--- src/rtl/xpcu_pkg.sv ---
// Shared types and constants for the packed pattern cell unpacker.
package xpcu_pkg;

  // Lead byte flag and field mask layout
  localparam logic [7:0] LEAD_MASK_FLAG  = 8'h80;
  localparam logic [4:0] FIELD_BITS      = 5'h1F;
  localparam logic [4:0] PLAIN_FOLLOW    = 5'h1E;
  localparam logic [7:0] EMPTY_KEY_RESET = 8'd97;

  // One-hot field bits within the mask
  localparam logic [4:0] FB_KEY   = 5'b00001;
  localparam logic [4:0] FB_INST  = 5'b00010;
  localparam logic [4:0] FB_VOL   = 5'b00100;
  localparam logic [4:0] FB_EFF   = 5'b01000;
  localparam logic [4:0] FB_PARAM = 5'b10000;

  // Default depth of the queue between front and back
  localparam int QUEUE_DEPTH_DEF = 2;

  // Parser phase of the front end
  typedef enum logic {
    PH_LEAD,
    PH_BODY
  } phase_t;

  // Which field a classified word fills
  typedef enum logic [2:0] {
    OP_NONE,
    OP_KEY,
    OP_INST,
    OP_VOL,
    OP_EFF,
    OP_PARAM
  } op_kind_t;

  // Classified word passed from front to back
  typedef struct packed {
    logic       start;
    logic       last;
    op_kind_t   kind;
    logic [7:0] data;
  } cell_op_t;

endpackage

--- src/rtl/xpcu_front.sv ---
// Front end: accepts stream words, tracks the cell mask, classifies each word.
module xpcu_front (
  input  logic              clk,
  input  logic              rst_n,
  input  logic              push,
  input  logic [7:0]        data_byte,
  output xpcu_pkg::cell_op_t op
);

  xpcu_pkg::phase_t phase_r, phase_nxt;
  logic [4:0]       mask_r, mask_nxt;
  logic [4:0]       lowest;
  logic [4:0]       remaining;
  logic [4:0]       lead_mask;

  // Pick the lowest announced field
  assign lowest    = mask_r & (~mask_r + 5'd1);
  assign remaining = mask_r & ~lowest;
  assign lead_mask = data_byte[4:0] & xpcu_pkg::FIELD_BITS;

  // Next state
  always_comb begin
    phase_nxt = phase_r;
    mask_nxt  = mask_r;
    if (push) begin
      case (phase_r)
        xpcu_pkg::PH_LEAD: begin
          if ((data_byte & xpcu_pkg::LEAD_MASK_FLAG) != 8'd0) begin
            mask_nxt  = lead_mask;
            phase_nxt = (lead_mask == 5'd0) ? xpcu_pkg::PH_LEAD : xpcu_pkg::PH_BODY;
          end else begin
            mask_nxt  = xpcu_pkg::PLAIN_FOLLOW;
            phase_nxt = xpcu_pkg::PH_BODY;
          end
        end
        xpcu_pkg::PH_BODY: begin
          mask_nxt  = remaining;
          phase_nxt = (remaining == 5'd0) ? xpcu_pkg::PH_LEAD : xpcu_pkg::PH_BODY;
        end
        default: begin
          mask_nxt  = 5'd0;
          phase_nxt = xpcu_pkg::PH_LEAD;
        end
      endcase
    end
  end

  // Classify the current word
  always_comb begin
    op.data  = data_byte;
    op.start = 1'b0;
    op.last  = 1'b0;
    op.kind  = xpcu_pkg::OP_NONE;
    case (phase_r)
      xpcu_pkg::PH_LEAD: begin
        op.start = 1'b1;
        if ((data_byte & xpcu_pkg::LEAD_MASK_FLAG) != 8'd0) begin
          op.kind = xpcu_pkg::OP_NONE;
          op.last = (lead_mask == 5'd0);
        end else begin
          op.kind = xpcu_pkg::OP_KEY;
        end
      end
      xpcu_pkg::PH_BODY: begin
        op.last = (remaining == 5'd0);
        case (lowest)
          xpcu_pkg::FB_KEY:   op.kind = xpcu_pkg::OP_KEY;
          xpcu_pkg::FB_INST:  op.kind = xpcu_pkg::OP_INST;
          xpcu_pkg::FB_VOL:   op.kind = xpcu_pkg::OP_VOL;
          xpcu_pkg::FB_EFF:   op.kind = xpcu_pkg::OP_EFF;
          xpcu_pkg::FB_PARAM: op.kind = xpcu_pkg::OP_PARAM;
          default:            op.kind = xpcu_pkg::OP_NONE;
        endcase
      end
      default: begin
        op.kind = xpcu_pkg::OP_NONE;
      end
    endcase
  end

  // Hold parser state
  always_ff @(posedge clk) begin
    if (!rst_n) begin
      phase_r <= xpcu_pkg::PH_LEAD;
      mask_r  <= 5'd0;
    end else begin
      phase_r <= phase_nxt;
      mask_r  <= mask_nxt;
    end
  end

endmodule

--- src/rtl/xpcu_queue.sv ---
// Short FIFO of classified words between front and back.
module xpcu_queue #(
  parameter int DEPTH = xpcu_pkg::QUEUE_DEPTH_DEF
) (
  input  logic               clk,
  input  logic               rst_n,
  input  logic               push,
  input  xpcu_pkg::cell_op_t push_op,
  output logic               full,
  input  logic               pop,
  output logic               not_empty,
  output xpcu_pkg::cell_op_t head_op
);

  localparam int PTR_W = (DEPTH > 1) ? $clog2(DEPTH) : 1;
  localparam int CNT_W = $clog2(DEPTH + 1);

  xpcu_pkg::cell_op_t mem_r [DEPTH];
  logic [PTR_W-1:0]   wr_ptr_r, wr_ptr_nxt;
  logic [PTR_W-1:0]   rd_ptr_r, rd_ptr_nxt;
  logic [CNT_W-1:0]   count_r, count_nxt;

  assign full      = (count_r == CNT_W'(DEPTH));
  assign not_empty = (count_r != '0);
  assign head_op   = mem_r[rd_ptr_r];

  // Advance pointers with wrap at depth
  always_comb begin
    wr_ptr_nxt = wr_ptr_r;
    rd_ptr_nxt = rd_ptr_r;
    count_nxt  = count_r;
    if (push) begin
      wr_ptr_nxt = (wr_ptr_r == PTR_W'(DEPTH - 1)) ? '0 : wr_ptr_r + 1'b1;
    end
    if (pop) begin
      rd_ptr_nxt = (rd_ptr_r == PTR_W'(DEPTH - 1)) ? '0 : rd_ptr_r + 1'b1;
    end
    if (push && !pop) begin
      count_nxt = count_r + 1'b1;
    end else if (pop && !push) begin
      count_nxt = count_r - 1'b1;
    end
  end

  // Store words
  always_ff @(posedge clk) begin
    if (push) begin
      mem_r[wr_ptr_r] <= push_op;
    end
  end

  always_ff @(posedge clk) begin
    if (!rst_n) begin
      wr_ptr_r <= '0;
      rd_ptr_r <= '0;
      count_r  <= '0;
    end else begin
      wr_ptr_r <= wr_ptr_nxt;
      rd_ptr_r <= rd_ptr_nxt;
      count_r  <= count_nxt;
    end
  end

endmodule

--- src/rtl/xpcu_back.sv ---
// Back end: latches fields from classified words and registers finished cells.
module xpcu_back (
  input  logic               clk,
  input  logic               rst_n,
  input  logic               op_valid,
  input  xpcu_pkg::cell_op_t op,
  output logic               pop,
  input  logic [7:0]         empty_key_code,
  output logic               out_valid,
  input  logic               out_stall,
  output logic [7:0]         cell_key,
  output logic [7:0]         cell_instrument,
  output logic [7:0]         cell_volume,
  output logic [7:0]         cell_effect,
  output logic [7:0]         cell_param
);

  logic       out_valid_r, out_valid_nxt;
  logic [7:0] held_key_r, held_inst_r, held_vol_r, held_eff_r;
  logic [7:0] key_nxt, inst_nxt, vol_nxt, eff_nxt, param_nxt;
  logic [7:0] key_out;
  logic [7:0] key_r, inst_r, vol_r, eff_r, param_r;
  logic       out_free;

  // Take a word unless it closes a cell and the output is still occupied
  assign out_free = !out_valid_r || !out_stall;
  assign pop      = op_valid && (!op.last || out_free);

  // Merge the word into the held fields
  always_comb begin
    key_nxt   = op.start ? 8'd0 : held_key_r;
    inst_nxt  = op.start ? 8'd0 : held_inst_r;
    vol_nxt   = op.start ? 8'd0 : held_vol_r;
    eff_nxt   = op.start ? 8'd0 : held_eff_r;
    param_nxt = 8'd0;
    case (op.kind)
      xpcu_pkg::OP_KEY:   key_nxt   = op.data;
      xpcu_pkg::OP_INST:  inst_nxt  = op.data;
      xpcu_pkg::OP_VOL:   vol_nxt   = op.data;
      xpcu_pkg::OP_EFF:   eff_nxt   = op.data;
      xpcu_pkg::OP_PARAM: param_nxt = op.data;
      default:            param_nxt = 8'd0;
    endcase
  end

  // Clamp missing or out-of-range keys to the empty-key code
  assign key_out = (key_nxt == 8'd0 || key_nxt >= empty_key_code) ? empty_key_code : key_nxt;

  // Output valid: load on a closing word, drop when taken
  always_comb begin
    out_valid_nxt = out_valid_r;
    if (pop && op.last) begin
      out_valid_nxt = 1'b1;
    end else if (!out_stall) begin
      out_valid_nxt = 1'b0;
    end
  end

  always_ff @(posedge clk) begin
    if (!rst_n) begin
      out_valid_r <= 1'b0;
    end else begin
      out_valid_r <= out_valid_nxt;
    end
  end

  // Held fields and output payload
  always_ff @(posedge clk) begin
    if (pop) begin
      held_key_r  <= key_nxt;
      held_inst_r <= inst_nxt;
      held_vol_r  <= vol_nxt;
      held_eff_r  <= eff_nxt;
    end
    if (pop && op.last) begin
      key_r   <= key_out;
      inst_r  <= inst_nxt;
      vol_r   <= vol_nxt;
      eff_r   <= eff_nxt;
      param_r <= param_nxt;
    end
  end

  assign out_valid       = out_valid_r;
  assign cell_key        = key_r;
  assign cell_instrument = inst_r;
  assign cell_volume     = vol_r;
  assign cell_effect     = eff_r;
  assign cell_param      = param_r;

endmodule

--- src/rtl/xm_pattern_cell_unpacker.sv ---
// Top level of the packed pattern cell unpacker: front, queue, back and config register.
// Takes one packed pattern word per cycle and delivers one five-field cell per cycle
// at most; a sustained rate of one word per clock holds as long as the result side
// does not stall. The front end classifies each word in the cycle it is accepted and
// writes it into a QUEUE_DEPTH-entry queue; the back end latches fields and places a
// finished cell in an output register, so a cell's last word passes through the queue
// and then the output register before the cell appears. in_stall rises only when the
// queue is full, which happens once the output register is held by out_stall and the
// queue has filled behind it. The empty-key code is written through the cfg port
// (always ready) and must only change while no cell is in flight.
module xm_pattern_cell_unpacker #(
  parameter int QUEUE_DEPTH = xpcu_pkg::QUEUE_DEPTH_DEF
) (
  input  logic       clk,
  input  logic       rst_n,
  input  logic       in_valid,
  output logic       in_stall,
  input  logic [7:0] in_data_byte,
  output logic       out_valid,
  input  logic       out_stall,
  output logic [7:0] out_cell_key,
  output logic [7:0] out_cell_instrument,
  output logic [7:0] out_cell_volume,
  output logic [7:0] out_cell_effect,
  output logic [7:0] out_cell_param,
  input  logic       cfg_valid,
  output logic       cfg_ready,
  input  logic [7:0] cfg_data
);

  logic               push;
  logic               q_full;
  logic               q_not_empty;
  logic               q_pop;
  xpcu_pkg::cell_op_t front_op;
  xpcu_pkg::cell_op_t head_op;
  logic [7:0]         empty_key_r;

  assign in_stall  = q_full;
  assign push      = in_valid && !q_full;
  assign cfg_ready = 1'b1;

  // Empty-key code register
  always_ff @(posedge clk) begin
    if (!rst_n) begin
      empty_key_r <= xpcu_pkg::EMPTY_KEY_RESET;
    end else if (cfg_valid && cfg_ready) begin
      empty_key_r <= cfg_data;
    end
  end

  xpcu_front u_front (
    .clk       (clk),
    .rst_n     (rst_n),
    .push      (push),
    .data_byte (in_data_byte),
    .op        (front_op)
  );

  xpcu_queue #(
    .DEPTH (QUEUE_DEPTH)
  ) u_queue (
    .clk       (clk),
    .rst_n     (rst_n),
    .push      (push),
    .push_op   (front_op),
    .full      (q_full),
    .pop       (q_pop),
    .not_empty (q_not_empty),
    .head_op   (head_op)
  );

  xpcu_back u_back (
    .clk             (clk),
    .rst_n           (rst_n),
    .op_valid        (q_not_empty),
    .op              (head_op),
    .pop             (q_pop),
    .empty_key_code  (empty_key_r),
    .out_valid       (out_valid),
    .out_stall       (out_stall),
    .cell_key        (out_cell_key),
    .cell_instrument (out_cell_instrument),
    .cell_volume     (out_cell_volume),
    .cell_effect     (out_cell_effect),
    .cell_param      (out_cell_param)
  );

endmodule
--- config.mk ---
export PLATFORM = sky130hd
export DESIGN_NAME = xm_pattern_cell_unpacker
export DESIGN_NICKNAME = d
export VERILOG_FILES = /design/src/rtl/xpcu_pkg.sv /design/src/rtl/xpcu_front.sv /design/src/rtl/xpcu_queue.sv /design/src/rtl/xpcu_back.sv /design/src/rtl/xm_pattern_cell_unpacker.sv
export SDC_FILE = /design/constraint.sdc
export NUM_CORES = 1
export LEC_CHECK = 0
export ABC_CLOCK_PERIOD_IN_PS = 9300
export BUFFER_PORTS_ARGS = -buffer_cell sky130_fd_sc_hd__buf_2
export CELL_PAD_IN_SITES_DETAIL_PLACEMENT = 1
export CELL_PAD_IN_SITES_GLOBAL_PLACEMENT = 2
export CORE_MARGIN = 1.5
export CORE_UTILIZATION = 43
export DETAILED_ROUTE_END_ITERATION = 16
export PLACE_DENSITY_LB_ADDON = 0.2
export SETUP_SLACK_MARGIN = 0.1
export SYNTH_ARGS = -nofsm -noshare
export SYNTH_HDL_FRONTEND = slang
export SYNTH_SLANG_ARGS = --single-unit
--- constraint.sdc ---
create_clock -name clk -period 9.3 [get_ports clk]
set_clock_uncertainty 0.2 [all_clocks]
set_input_delay 1.86 -clock clk [delete_from_list [all_inputs] [get_ports clk]]
set_output_delay 1.86 -clock clk [all_outputs]
set_load 0.05 [all_outputs]
=== Yosys cells after proc, flatten, opt, wreduce, memory -nomap -nowiden ===
Memory sizes are Yosys's and may differ from the RTL's. A register that Yosys moved wholly into a read port is not among the register bits.
Cells that the tools add are included.

* Register bits: 91
* Memory bits (writable): 26
* Input bits: 21
* Output and inout bits: 43
* Word-level logic and storage cells: 89
* Memories kept: 1

{| class="wikitable"
|+ Memories
! memory !! words !! width !! rd ports !! clocked after memory_dff !! wr ports !! RTL line !! RTL
|-
| u_queue.mem_r || 2 || 13 || 1 || 1 || 1 || xpcu_queue.sv:18 || <nowiki>xpcu_pkg::cell_op_t mem_r [DEPTH];</nowiki>
|}

* Add/subtract/negate cells: 5
* Order comparisons: 1
* Equality and inequality tests: 12
* Muxes and demuxes: 30
* Bitwise gates (word level): 5
* Reduce and logical (&&, ||, !) cells: 19

{| class="wikitable"
|+ Operators with widths
! cell !! count
|-
| two-way mux 8 bit || 9
|-
| case mux 3 bit (5 select lines) || 1
|-
| two-way mux 1 bit || 14
|-
| bitwise AND 5 bit || 2
|-
| zero test 5 bit || 2
|-
| NOT 5 bit || 2
|-
| case mux 5 bit (2 select lines) || 1
|-
| >= comparator 8 bit || 1
|-
| zero test 8 bit || 1
|-
| case mux 4 bit (2 select lines) || 1
|-
| == test 3 x 2 -> 1 bit (second input constant) || 2
|-
| == test 3 bit (second input constant) || 2
|-
| zero test 1 bit || 6
|-
| adder 5 x 1 -> 5 bit (second input constant) || 1
|-
| == test 5 x 1 -> 1 bit (second input constant) || 1
|-
| == test 5 x 2 -> 1 bit (second input constant) || 1
|-
| == test 5 x 3 -> 1 bit (second input constant) || 1
|-
| == test 5 x 4 -> 1 bit (second input constant) || 1
|-
| == test 5 bit (second input constant) || 1
|-
| logical AND 1 bit || 5
|-
| two-way mux 5 bit || 1
|-
| two-way mux 2 bit || 2
|-
| nonzero test 2 bit || 2
|-
| == test 3 x 1 -> 1 bit (second input constant) || 1
|-
| 8 further kinds || 11
|}

=== Depth between registers and ports, before layout ===
* Word-level depth: 8
* Mapped depth: 13
* Depth with buffers taken out: 12

=== Hierarchy ===
From an unflattened synthesis, not the netlist that was laid out.

* Cells, all modules: 395
* Area total of the unflattened synthesis: 5118.7 um^2

{| class="wikitable"
|+ Modules (own cells, without submodules)
! module !! times used !! cells each !! area each (um^2) !! sequential area each (um^2)
|-
| xpcu_back || 1 || 238 || 3171.8 || 2182.1
|-
| xpcu_queue || 1 || 62 || 1153.6 || 880.8
|-
| xpcu_front || 1 || 67 || 481.7 || 120.1
|-
| xm_pattern_cell_unpacker || 1 || 28 || 311.5 || 160.2
|}

=== Worst setup path after synthesis ===
OpenSTA, ideal clock, no wires.

* Path kind: input port to flip-flop
* Start point: in out_stall
* End point: reg u_back.eff_r[0], in the netlist u_back.cell_effect[0] (enable)
* Library setup time: 0.438 ns
* Data arrival time: 3.777 ns
* Required time: 8.662 ns
* Slack: 4.885 ns
* Cell stages on the path: 3
* Path buffers: 0
* Cell sequence: nand2_1 > o22ai_1 > nor2_1

* Cells in the longest elaborated chain, start to end: 5

{| class="wikitable"
|+ RTL lines
! element !! RTL line !! RTL
|-
| start, declared || xm_pattern_cell_unpacker.sv:20 || <nowiki>input logic out_stall,</nowiki>
|-
| zero test 1 bit || xpcu_back.sv:26 || <nowiki>assign out_free = !out_valid_r || !out_stall;</nowiki>
|-
| logical OR 1 bit || xpcu_back.sv:26 ||
|-
| logical OR 1 bit || xpcu_back.sv:27 || <nowiki>assign pop = op_valid && (!op.last || out_free);</nowiki>
|-
| logical AND 1 bit || xpcu_back.sv:27 ||
|-
| logical AND 1 bit || xpcu_back.sv:75 || <nowiki>if (pop && op.last) begin</nowiki>
|-
| end signal, assigned || xpcu_back.sv:79 || <nowiki>eff_r <= eff_nxt;</nowiki>
|-
| end, declared || xpcu_back.sv:22 || <nowiki>logic [7:0] key_r, inst_r, vol_r, eff_r, param_r;</nowiki>
|}

Every way passes these cells.
A chain may end at the register's enable or synchronous reset.

==> PnR_summary.wiki <==
{| class="wikitable"
! Metric !! Value
|-
| Core Footprint || ~11000 um2
|-
| Post-Syn Area || roughly 5000 um2
|-
| Count of TritonRoute iterations in the first routing pass || 4
|-
| Classification of the worst setup path || reg2reg
|-
| Clock tree from TritonCTS || yes
|-
| Worst hold path depth || 2
|-
| Setup violation total in the final timing report || 0
|-
| Antenna violations before repair || 0
|-
| Post-detailed-route count of antenna-violating nets || 0
|-
| Most used standard cell by instance count after synthesis || sky130_fd_sc_hd__edfxtp_1
|-
| DR vias/cell || between 5 and 6
|-
| Worst reg-to-reg path cell count || 12
|-
| Vias after detailed routing || ~3100
|-
| Via count of the first global-routing pass || between 3000 and 4000
|-
| Die Outline Area || approximately 12000 um2
|-
| WL final || about 11000 um
|-
| Worst relative slew slack || between 20 and 25%
|-
| Library cell used as clock root buffer || sky130_fd_sc_hd__clkbuf_16
|-
| Actual slew at the worst max-slew pin || ~1200 ps
|-
| Leading post-synthesis cells by instance count || sky130_fd_sc_hd__edfxtp_1, sky130_fd_sc_hd__o21ai_0, sky130_fd_sc_hd__nand3_1
|-
| Final routed DRC violation total || 0
|-
| Layout cells sized above 1 || 24.04%
|-
| Number of clock sinks || around 120
|-
| Synthesized netlist net count || 390
|-
| Yosys warnings || 0
|-
| Antenna diode instance count || 0
|-
| Final Non-Filler Cells || approximately 580
|-
| Max Cap Viol || 0
|-
| CP Data Arrival Time || about 4000 ps
|-
| Total number of nets in the final design || around 460
|-
| Global-route congestion overflow total || 0
|-
| Sequential share of the synthesized area || roughly two thirds
|-
| CP Capture Type || flop
|-
| Initial drt markers || 60
|-
| Highest attainable clock frequency || between 200 and 250 MHz
|-
| Final critical-path required period || 4015 ps
|-
| Fin Setup TNS || 0 ps
|-
| Total clock buffers created by CTS || 17
|-
| Worst-path clk slew || about 50 ps
|-
| Horiz. Die Dim || approximately 110 um
|-
| Overall die height || approximately 110 um
|-
| Number of synthesized register bits || between 100 and 150
|-
| Period Utilization, post-route || 43.17%
|-
| Total count of hold-check failures in the final report || 0
|-
| Number of enable flip-flop cells after synthesis || a little under 100
|-
| Status || complete, no violations
|-
| Power density of the placed cells || ~380 nW/um2
|-
| Resized cells post-CTS || 0
|-
| Gp weighted congestion || 0.7713
|-
| Main area contributors after synthesis || sky130_fd_sc_hd__edfxtp_1, sky130_fd_sc_hd__dfxtp_1, sky130_fd_sc_hd__mux2i_1, sky130_fd_sc_hd__o21ai_0, sky130_fd_sc_hd__nand3_1
|-
| Post-DR wirelength/cell || between 15 and 20 um
|-
| Starting density of the core || 44.61%
|-
| Yosys cell types || 40
|-
| Share of flip-flops with an asynchronous set or reset || 0%
|-
| Placed Cells || 550
|-
| Flip-flop count of the largest register after layout || 26
|-
| H-tree depth || 4
|-
| Cells after synthesis || 360
|-
| Hold-fix buffers, CTS || 0
|-
| Unrepaired setup endpoints after global routing || false
|-
| Setup repair bufs after CTS || 0
|-
| Largest net degree at the start of global routing || 41
|-
| Total I/O pin count || 64
|-
| Overall fraction of global-route tracks in use || between 15 and 20%
|-
| Area growth from synthesis to final layout || 20.56%
|-
| Critical path launch point type || flop
|-
| Dominant synthesized flop cell || sky130_fd_sc_hd__edfxtp_1
|-
| Library cell with the largest summed area after synthesis || sky130_fd_sc_hd__edfxtp_1
|-
| Final Max Tran Viols || 0
|-
| Peak fanout along the critical path || 33
|-
| Worst min-delay path class || reg2reg
|-
| Post-layout total power || between 2 and 2.5 mW
|-
| Port Buf Inserts || 62
|-
| Worst ir drop on vdd || approximately 0.19 mV
|-
| DP Wirelength || 7300 um
|-
| Wire length of the first global-routing pass || about 17000 um
|-
| Maximum root-to-sink buffer count || 2
|-
| Worst endpoint required time || 9250 ps
|-
| Cell Rows || 38
|-
| Top register by number of flip-flops || u_queue.mem_r
|-
| Top-area cell type share of the netlist area || 60.06%
|-
| Clock network latency to the later pin of the worst-skew pair || around 400 ps
|-
| Mean post-synth cell area || 13.61 um2
|-
| Leakage power summed over all cells || 2.261 nW
|}
## layout make-up
| type | count | area (um2) |
|---|---|---|
| flip-flops and latches | 118 | 3343 |
| fillers | 1119 | 5076 |
| repair buffers | 64 | 325.3 |
| inverters | 16 | 60.06 |
| clock buffers | 18 | 429.2 |
| clock inverters | 13 | 138.9 |
| well taps | 140 | 175.2 |
| multi-input cells | 212 | 1435 |
## placed cells by master, fill, tap and decap left out, types with 2 or more instances in the layout
cell type                   synthesis  routed
sky130_fd_sc_hd__xnor2_1            2       2
sky130_fd_sc_hd__clkinv_2           0       6
sky130_fd_sc_hd__dfxtp_1           20      20
sky130_fd_sc_hd__a21boi_0           5       5
sky130_fd_sc_hd__o21ai_0           38      38
sky130_fd_sc_hd__nand2b_1           4       4
sky130_fd_sc_hd__buf_4              2       2
sky130_fd_sc_hd__ha_1               9       9
sky130_fd_sc_hd__o211ai_1           2       2
sky130_fd_sc_hd__and2_1             7       7
sky130_fd_sc_hd__nor3_1             5       5
sky130_fd_sc_hd__a21o_1             2       2
sky130_fd_sc_hd__clkinv_1           0       3
sky130_fd_sc_hd__buf_2              4      62
sky130_fd_sc_hd__nor2_1            21      20
sky130_fd_sc_hd__inv_1             16      16
sky130_fd_sc_hd__mux2i_1           25      24
sky130_fd_sc_hd__nand3_1           29      29
sky130_fd_sc_hd__or3_1              2       2
sky130_fd_sc_hd__a21oi_1            6       6
sky130_fd_sc_hd__bufinv_16          0       3
sky130_fd_sc_hd__nand2_1           21      21
sky130_fd_sc_hd__edfxtp_1          98      98
sky130_fd_sc_hd__mux2_4             8       8
sky130_fd_sc_hd__nor2b_1            5       5
sky130_fd_sc_hd__nor4_1             6       6
sky130_fd_sc_hd__clkbuf_16          0      17
## through the flow
step	utilization, %	hold WS (ps)	setup slack [ps]	instance area (um2)
2_1_floorplan	-	271.6	4885	4900
3_3_place_gp	48.61	304.4	5450	5339
3_5_place_dp	48.61	316.4	5363	5339
4_1_cts	53.78	327.7	5269	5907
5_1_grt	53.78	354.9	5073	5907
6_report	53.78	321.7	5285	5907
## per-layer routing
layer  vias up  global-route usage [%]  wire [um]
li1       1478                       -          -
met1      1517                   24.47       4864
met2        74                   31.01       5254
met3        12                   6.343        468
met4         0                   8.163        155
met5         -                       0          0
## cells by family (layout without fill, tap and decap cells)
group | count (synthesis) | after routing | share of synthesized area, %
compound gates | 61 | 61 | 7.763
other cells | 1 | 1 | 0.07654
simple gates | 104 | 104 | 10.62
fa+ha+maj | 10 | 10 | 2.503
flops | 118 | 118 | 68.23
xor+xnor | 3 | 3 | 0.5364
buf+inv | 30 | 111 | 2.707
mux | 33 | 33 | 7.559
## where the power goes
part	switching [mW]	internal [mW]	leakage, nW	total (mW)
clock network	0.220	0.413	0.281	0.633
logic	0.509	0.198	0.876	0.707
registers	0.0780	0.819	1.10	0.897
## worst paths after layout
| check | slack [ps] | endpoint | startpoint |
|---|---|---|---|
| worst min register to register | 320 | empty_key_r[5] | empty_key_r[5] |
| worst max-delay path | 5280 | u_back.cell_key[0] | flop |
| worst max register to register | 5280 | u_back.cell_key[0] | flop |
| worst min-delay path | 320 | empty_key_r[5] | empty_key_r[5] |
## worst max-delay path, cell delays in order (launching register included)
cell and delay (ps):
sky130_fd_sc_hd__dfxtp_1 960, sky130_fd_sc_hd__mux2i_2 280, sky130_fd_sc_hd__buf_4 360, sky130_fd_sc_hd__nand3_1 130
sky130_fd_sc_hd__o21ai_0 190, sky130_fd_sc_hd__inv_1 100, sky130_fd_sc_hd__ha_1 280, sky130_fd_sc_hd__nand2b_1 140
sky130_fd_sc_hd__a21o_1 170, sky130_fd_sc_hd__a21o_1 160, sky130_fd_sc_hd__a21oi_1 240, sky130_fd_sc_hd__o211ai_4 200
sky130_fd_sc_hd__mux2_4 350
(Power assumes the default switching activity.)
